[config.mk]
export PLATFORM = sky130hd
export DESIGN_NAME = double_ended_queue_unit
export DESIGN_NICKNAME = d
export VERILOG_FILES = /design/src/sv/dqu_pkg.sv /design/src/sv/dqu_ram.sv /design/src/sv/dqu_ctrl.sv /design/src/sv/dqu_datapath.sv /design/src/sv/double_ended_queue_unit.sv
export SDC_FILE = /design/constraint.sdc
export NUM_CORES = 2
export LEC_CHECK = 0
export BUFFER_PORTS_ARGS = -buffer_cell sky130_fd_sc_hd__buf_2
export CAP_MARGIN = 20
export CORE_ASPECT_RATIO = 0.7
export CORE_UTILIZATION = 50
export DETAILED_ROUTE_END_ITERATION = 10
export PLACE_DENSITY = 0.75
export SYNTH_ARGS = -nofsm -noshare
export SYNTH_HDL_FRONTEND = slang
export SYNTH_SLANG_ARGS = --single-unit
[constraint.sdc]
create_clock -name clk -period 4.8 [get_ports clk]
set_clock_uncertainty 0.15 [all_clocks]
set_input_delay 0.48 -clock clk [delete_from_list [all_inputs] [get_ports clk]]
set_output_delay 0.48 -clock clk [all_outputs]
set_load 0.01 [all_outputs]
[src/sv/dqu_pkg.sv]
// Shared types and codes for the double-ended queue unit.
// Depends on nothing; used by every module of the block except dqu_ram.
package dqu_pkg;

  localparam int OP_W      = 3;
  localparam int VALUE_W   = 32;
  localparam int INDEX_W   = 6;
  localparam int DATA_W    = 32;
  localparam int COUNT_W   = 7;
  localparam int STATUS_W  = 2;
  localparam int S_TDATA_W = 40;
  localparam int M_TDATA_W = 40;

  typedef logic [OP_W-1:0]     op_t;
  typedef logic [STATUS_W-1:0] status_t;

  localparam op_t OP_PUSH_BACK  = 3'd0;
  localparam op_t OP_PUSH_FRONT = 3'd1;
  localparam op_t OP_POP_FRONT  = 3'd2;
  localparam op_t OP_POP_BACK   = 3'd3;
  localparam op_t OP_READ       = 3'd4;

  localparam status_t ST_OK    = 2'd0;
  localparam status_t ST_EMPTY = 2'd1;
  localparam status_t ST_FULL  = 2'd2;
  localparam status_t ST_RANGE = 2'd3;

  typedef struct packed {
    logic latch;
    logic exec;
    logic load;
  } dqu_cmd_t;

endpackage

[src/sv/dqu_ram.sv]
// Generic single-write, single-read RAM with a registered read port.
// Depends on nothing.
module dqu_ram #(
  parameter int WIDTH = 32,
  parameter int DEPTH = 64
) (
  input  logic                     clk,
  input  logic                     we,
  input  logic [$clog2(DEPTH)-1:0] waddr,
  input  logic [WIDTH-1:0]         wdata,
  input  logic                     re,
  input  logic [$clog2(DEPTH)-1:0] raddr,
  output logic [WIDTH-1:0]         rdata
);

  logic [WIDTH-1:0] mem [DEPTH];

  always_ff @(posedge clk) begin
    if (we) begin
      mem[waddr] <= wdata;
    end
    if (re) begin
      rdata <= mem[raddr];
    end
  end

endmodule

[src/sv/dqu_ctrl.sv]
// Controller state machine for the double-ended queue unit.
// Depends on dqu_pkg; drives the datapath through dqu_cmd_t.
module dqu_ctrl import dqu_pkg::*; (
  input  logic     clk,
  input  logic     rst,
  input  logic     s_tvalid,
  output logic     s_tready,
  output logic     m_tvalid,
  input  logic     m_tready,
  output dqu_cmd_t cmd
);

  localparam logic [1:0] S_IDLE   = 2'd0;
  localparam logic [1:0] S_EXEC   = 2'd1;
  localparam logic [1:0] S_RESULT = 2'd2;

  logic [1:0] state;
  logic [1:0] state_next;
  logic       out_free;

  assign s_tready  = (state == S_IDLE) && !rst;
  assign out_free  = !m_tvalid || m_tready;
  assign cmd.latch = s_tvalid && s_tready;
  assign cmd.exec  = (state == S_EXEC);
  assign cmd.load  = (state == S_RESULT) && out_free;

  always_comb begin
    state_next = state;
    case (state)
      S_IDLE: begin
        if (cmd.latch) begin
          state_next = S_EXEC;
        end
      end
      S_EXEC: begin
        state_next = S_RESULT;
      end
      S_RESULT: begin
        if (out_free) begin
          state_next = S_IDLE;
        end
      end
      default: begin
        state_next = S_IDLE;
      end
    endcase
  end

  always_ff @(posedge clk) begin
    if (rst) begin
      state    <= S_IDLE;
      m_tvalid <= 1'b0;
    end else begin
      state <= state_next;
      if (cmd.load) begin
        m_tvalid <= 1'b1;
      end else if (m_tready) begin
        m_tvalid <= 1'b0;
      end
    end
  end

endmodule

[src/sv/dqu_datapath.sv]
// Datapath of the double-ended queue unit: ring pointers, entry RAM and result register.
// Depends on dqu_pkg and dqu_ram; sequenced by dqu_ctrl.
module dqu_datapath import dqu_pkg::*; #(
  parameter int DEPTH      = 64,
  parameter int DATA_WIDTH = 32
) (
  input  logic                 clk,
  input  logic                 rst,
  input  dqu_cmd_t             cmd,
  input  logic [S_TDATA_W-1:0] s_tdata,
  input  op_t                  s_tuser,
  output logic [M_TDATA_W-1:0] m_tdata,
  output status_t              m_tuser
);

  localparam int AW = $clog2(DEPTH);
  localparam int CW = $clog2(DEPTH + 1);
  localparam int SW = ((CW > INDEX_W) ? CW : INDEX_W) + 1;

  op_t                  req_op;
  logic [VALUE_W-1:0]   req_value;
  logic [INDEX_W-1:0]   req_index;
  logic [AW-1:0]        head;
  logic [AW-1:0]        head_next;
  logic [CW-1:0]        fill;
  logic [CW-1:0]        fill_next;
  status_t              status_next;
  logic                 take_next;
  logic                 take_data;
  status_t              res_status;
  logic [COUNT_W-1:0]   res_count;
  logic [COUNT_W-1:0]   count_next;
  logic [DATA_W-1:0]    out_data;
  logic [COUNT_W-1:0]   out_count;
  status_t              out_status;
  logic                 wr_en;
  logic [AW-1:0]        wr_addr;
  logic [AW-1:0]        rd_addr;
  logic [DATA_WIDTH-1:0] wr_word;
  logic [DATA_WIDTH-1:0] rd_word;
  logic [DATA_W-1:0]    rd_ext;
  logic [SW-1:0]        head_ext;
  logic [SW-1:0]        fill_ext;
  logic [SW-1:0]        idx_ext;
  logic [AW-1:0]        head_dec;
  logic [AW-1:0]        head_inc;
  logic                 is_full;
  logic                 is_empty;

  function automatic logic [AW-1:0] wrap(input logic [SW-1:0] x);
    logic [SW-1:0] y;
    y = (x >= SW'(DEPTH)) ? (x - SW'(DEPTH)) : x;
    return y[AW-1:0];
  endfunction

  assign head_ext = SW'(head);
  assign fill_ext = SW'(fill);
  assign idx_ext  = SW'(req_index);
  assign is_full  = (fill == CW'(DEPTH));
  assign is_empty = (fill == '0);
  assign head_dec = (head == '0) ? AW'(DEPTH - 1) : (head - 1'b1);
  assign head_inc = (head == AW'(DEPTH - 1)) ? '0 : (head + 1'b1);

  generate
    if (DATA_WIDTH <= VALUE_W) begin : g_wr_narrow
      assign wr_word = req_value[DATA_WIDTH-1:0];
    end else begin : g_wr_wide
      assign wr_word = {{(DATA_WIDTH-VALUE_W){1'b0}}, req_value};
    end
    if (DATA_WIDTH >= DATA_W) begin : g_rd_wide
      assign rd_ext = rd_word[DATA_W-1:0];
    end else begin : g_rd_narrow
      assign rd_ext = {{(DATA_W-DATA_WIDTH){1'b0}}, rd_word};
    end
    if (CW >= COUNT_W) begin : g_cnt_wide
      assign count_next = fill_next[COUNT_W-1:0];
    end else begin : g_cnt_narrow
      assign count_next = {{(COUNT_W-CW){1'b0}}, fill_next};
    end
  endgenerate

  always_comb begin
    head_next   = head;
    fill_next   = fill;
    wr_en       = 1'b0;
    wr_addr     = wrap(head_ext + fill_ext);
    rd_addr     = head;
    status_next = ST_OK;
    take_next   = 1'b0;
    case (req_op)
      OP_PUSH_BACK: begin
        if (is_full) begin
          status_next = ST_FULL;
        end else begin
          wr_en     = 1'b1;
          fill_next = fill + 1'b1;
        end
      end
      OP_PUSH_FRONT: begin
        if (is_full) begin
          status_next = ST_FULL;
        end else begin
          wr_en     = 1'b1;
          wr_addr   = head_dec;
          head_next = head_dec;
          fill_next = fill + 1'b1;
        end
      end
      OP_POP_FRONT: begin
        if (is_empty) begin
          status_next = ST_EMPTY;
        end else begin
          rd_addr   = head;
          head_next = head_inc;
          fill_next = fill - 1'b1;
          take_next = 1'b1;
        end
      end
      OP_POP_BACK: begin
        if (is_empty) begin
          status_next = ST_EMPTY;
        end else begin
          rd_addr   = wrap(head_ext + fill_ext - 1'b1);
          fill_next = fill - 1'b1;
          take_next = 1'b1;
        end
      end
      OP_READ: begin
        if (idx_ext >= fill_ext) begin
          status_next = ST_RANGE;
        end else begin
          rd_addr   = wrap(head_ext + idx_ext);
          take_next = 1'b1;
        end
      end
      default: begin
      end
    endcase
  end

  dqu_ram #(
    .WIDTH (DATA_WIDTH),
    .DEPTH (DEPTH)
  ) u_ram (
    .clk   (clk),
    .we    (cmd.exec && wr_en),
    .waddr (wr_addr),
    .wdata (wr_word),
    .re    (cmd.exec),
    .raddr (rd_addr),
    .rdata (rd_word)
  );

  always_ff @(posedge clk) begin
    if (rst) begin
      head <= '0;
      fill <= '0;
    end else if (cmd.exec) begin
      head <= head_next;
      fill <= fill_next;
    end
  end

  always_ff @(posedge clk) begin
    if (cmd.latch) begin
      req_op    <= s_tuser;
      req_value <= s_tdata[VALUE_W-1:0];
      req_index <= s_tdata[VALUE_W+INDEX_W-1:VALUE_W];
    end
    if (cmd.exec) begin
      res_status <= status_next;
      res_count  <= count_next;
      take_data  <= take_next;
    end
    if (cmd.load) begin
      out_data   <= take_data ? rd_ext : '0;
      out_count  <= res_count;
      out_status <= res_status;
    end
  end

  assign m_tdata = {{(M_TDATA_W-DATA_W-COUNT_W){1'b0}}, out_count, out_data};
  assign m_tuser = out_status;

endmodule

[src/sv/double_ended_queue_unit.sv]
// Top level of the double-ended queue unit with random read access.
// Depends on dqu_pkg, dqu_ctrl and dqu_datapath.
//
// Channel  Direction  Contents
// s_*      in         tuser: operation; tdata: value, index
// m_*      out        tdata: data, count; tuser: status
//
// Each request passes in turn through capture, ring update with one RAM access, and result load.
// A new request is taken only after the previous result is loaded; the controller state machine sets this.
// A result waiting on m_tready holds the next request in the controller until it is taken.
// Reset clears the head pointer and fill count; entry contents stay undefined until written.
// s_tready is low while reset is high.
module double_ended_queue_unit import dqu_pkg::*; #(
  parameter int DEPTH      = 64,
  parameter int DATA_WIDTH = 32
) (
  input  logic                 clk,
  input  logic                 rst,
  input  logic                 s_tvalid,
  output logic                 s_tready,
  input  logic [S_TDATA_W-1:0] s_tdata,  // value[31:0], index[37:32], zero fill
  input  op_t                  s_tuser,  // operation[2:0]
  output logic                 m_tvalid,
  input  logic                 m_tready,
  output logic [M_TDATA_W-1:0] m_tdata,  // data[31:0], count[38:32], zero fill
  output status_t              m_tuser   // status[1:0]
);

  dqu_cmd_t cmd;

  dqu_ctrl u_ctrl (
    .clk      (clk),
    .rst      (rst),
    .s_tvalid (s_tvalid),
    .s_tready (s_tready),
    .m_tvalid (m_tvalid),
    .m_tready (m_tready),
    .cmd      (cmd)
  );

  dqu_datapath #(
    .DEPTH      (DEPTH),
    .DATA_WIDTH (DATA_WIDTH)
  ) u_datapath (
    .clk     (clk),
    .rst     (rst),
    .cmd     (cmd),
    .s_tdata (s_tdata),
    .s_tuser (s_tuser),
    .m_tdata (m_tdata),
    .m_tuser (m_tuser)
  );

endmodule

==> metrics.cfg <==
[sta]
slew_viol_final=0
final_hold_viol_count=0
rsz0062_at_grt=no
tightest_slew_ns=1.23
finalSetupViolCount=0
holdWs_ns=0.214
period_needed_ns=4.73
slew_headroom=0.181
finalCritPeriodShare=0.986
fmax_mhz=211

[synthesis]
netlist_area_sq_um=86500
synth-seq-area-share=0.758
postSynthCellCount=5144
syn_avg_cell_area_sq_um=16.8
synth_seq_cells=2188
ys.warnings.count=0
mappedNetlistNets=5216
ys.flop_type=edfxtp_1
synth.distinct_cells=73
async_flop_share=0
synth_edf_count=2172

[placed_design]
place_inst=7481
hpwl_mm=144
gp_congestion=0.885
port_buffers=87

[final_layout]
drive_above_1_share=0.147
fillers=12400
multi_input_area_sq_um=19800
layout_common_cells=edfxtp_1, mux2i_1, buf_4
seqCellArea_sq_um=65500
fin_cells=7894
final_common_cell=edfxtp_1
syn2layout_area_growth_pct=14.8
nets=5546

[pwr]
power_density_nw_per_um2=382
ir_drop_mv=0.305
leakage_uw=0.0358

[grt]
grt_pass1_vias=50700
grt_pass1_wl_mm=357
grt_start_max_net_pins=80
antenna_found_initial=22
track_usage=0.286
grt-ovfl-total=0

[worst_setup_path]
endpoint=u_datapath.u_ram.rdata[4]
path_buf_inv=6
required_ns=5.20
crit_path_end_kind=flop
rrSetupSlack_ns=0.07
max_stage_delay_ns=0.43
worstSetupStartpoint=u_datapath.fill[1]
cpLargestDelayFamily=compound AO/OA/AOI/OAI gates
worstSetupPathType=flop to flop
path_max_fanout=22
arrival_ns=5.13
timing.rr.start=u_datapath.fill[1]
path_cells=inv_1 -> ha_1 -> a211oi_1 -> o32a_1 -> a21oi_1 -> buf_4 -> a221oi_4 -> buf_4 -> or3_4 -> buf_12 -> buf_4 -> o22ai_1 -> o31ai_1 -> buf_4 -> o2111ai_1
cp.depth=15
slowest_stage=a221oi_4
setup.worst_path.start_class=flop
rr_worst_depth=15
cp_common_cell=buf_4
rr_endpoint=u_datapath.u_ram.rdata[4]

[die]
die_h_um=350
ios=91
core_sq_um=171000
initial_core_util=0.504
die-area_sq_um=175000
num_rows=127
die_x_um=499

[run]
cap_violations=0

[route]
drtIter0Drc=7900
vias=52600
drc_errors=0
via_per_inst=6.66
wl_per_cell_um=32.1
first_pass_iters=6
postRouteAntennaNets=0
wl_mm=253

[clock_tree]
clock_latency_ns=0.82
cts_num_sinks=2188
cts_tree=built
clk_path_buf_depth=3
cts_buffers=193
htreeDepth=4
path_clk_slew_ns=0.07
cts_root_buf=clkbuf_16

[hold_path]
hold_path.startpoint=s_tuser[1]
hp-class=primary input to flop

[outcome]
status=finished clean

## metal layers
metal	vias to the layer above	track usage	wire length, um
li1	21600	-	-
met3	592	0.0989	40200
met4	28	0.106	9040
met2	3979	0.421	110000
met5	-	0	196
met1	26400	0.393	93500
## state kept, by name, summed over array words and instances (netlist names)
name,flops
u_datapath.u_ram.mem,2048
u_datapath.out_data,32
u_datapath.req_value,32
u_datapath.u_ram.rdata,32
u_datapath.fill,7
u_datapath.out_count,7
u_datapath.res_count,7
u_datapath.head,6
u_datapath.req_index,6
u_datapath.req_op,3
u_ctrl.state,2
u_datapath.m_tuser,2
u_datapath.res_status,2
u_ctrl.m_tvalid,1
u_datapath.take_data,1
## repair_timing
item | 4_1_cts | 5_1_grt
resized for setup | 3 | 15
hold endpoints to repair | 57 | 0
hold buffers | 45 | 0
setup buffers | 0 | 5
endpoints found under the setup margin | 3 | 26
pin swaps | 0 | 3
## through the flow
stage	cell area (sq um)	setup slack, ns	total power [uW]	utilization	TNS [ns]
after floorplan	86500	0.563	22400	-	0
after global placement	92600	-0.0825	23200	0.540	-0.0825
after detailed placement	92600	-0.116	23300	0.540	-0.116
after CTS	99000	0.00606	37900	0.578	0
after global routing	99300	0.00269	38800	0.579	0
final	99300	0.0691	37900	0.579	0
## cells in the mapped netlist (49+ instances only)
| master | n | area share |
|---|---|---|
| clkbuf_1 | 245 | 0.011 |
| buf_4 | 50 | 0.0043 |
| o22ai_1 | 266 | 0.019 |
| mux2i_1 | 690 | 0.080 |
| nor2_1 | 106 | 0.0046 |
| nand3_1 | 236 | 0.014 |
| buf_2 | 49 | 0.0028 |
| and3_1 | 71 | 0.0051 |
| o21ai_0 | 243 | 0.014 |
| o31ai_1 | 70 | 0.0061 |
| nand2_1 | 139 | 0.0060 |
| o2111ai_1 | 79 | 0.0080 |
| a211o_1 | 205 | 0.021 |
| a2111oi_0 | 94 | 0.0095 |
| edfxtp_1 | 2172 | 0.75 |
## area by class of cell
| class | count | area share |
|---|---|---|
| inverters | 18 | 0.000681 |
| diodes | 6 | 0.000151 |
| multi-input cells | 2564 | 0.200 |
| clock inverters | 98 | 0.00752 |
| clock buffers | 254 | 0.0524 |
| flip-flops and latches | 2188 | 0.660 |
| repair buffers | 509 | 0.0507 |
| well taps | 2257 | 0.0284 |
## power by group
group / internal (uW) / switching [uW]
sequential: 21000 / 52.9
combinational: 613 / 1290
clock: 8150 / 6800
total: 29800 / 8140
## cells by family after synthesis
kind of cell,Yosys count,share of synthesized area
AO/OA/AOI/OAI,1137,0.0943
XOR/XNOR,14,0.00142
adder cells (fa/ha/maj),25,0.00379
buffers and inverters,392,0.0212
flip-flops,2188,0.758
multiplexers,698,0.0809
other,1,0.0000434
AND/OR/NAND/NOR,689,0.0403
## worst register-to-register path: stages (launching register included)
cell       delay (ns)
dfxtp_1          0.41
inv_1            0.19
ha_1             0.34
a211oi_1         0.31
o32a_1           0.33
a21oi_1          0.14
buf_4            0.17
a221oi_4         0.43
buf_4            0.19
or3_4            0.21
buf_12           0.25
buf_4            0.42
o22ai_1          0.18
o31ai_1          0.35
buf_4            0.26
o2111ai_1        0.14
## how the worst min path moves through the flow
stage | cells past startpoint | endpoint | slack [ns]
floorplan | 0 | u_datapath.m_tuser[0] | 0.25
global placement | 0 | u_datapath.m_tuser[1] | 0.25
detailed placement | 0 | u_datapath.out_count[1] | 0.26
CTS | 2 | u_datapath.req_value[4] | 0.16
global route | 2 | u_datapath.req_value[6] | 0.20
finish | 2 | u_datapath.req_op[1] | 0.21
Power figures use the tool's default switching activity.
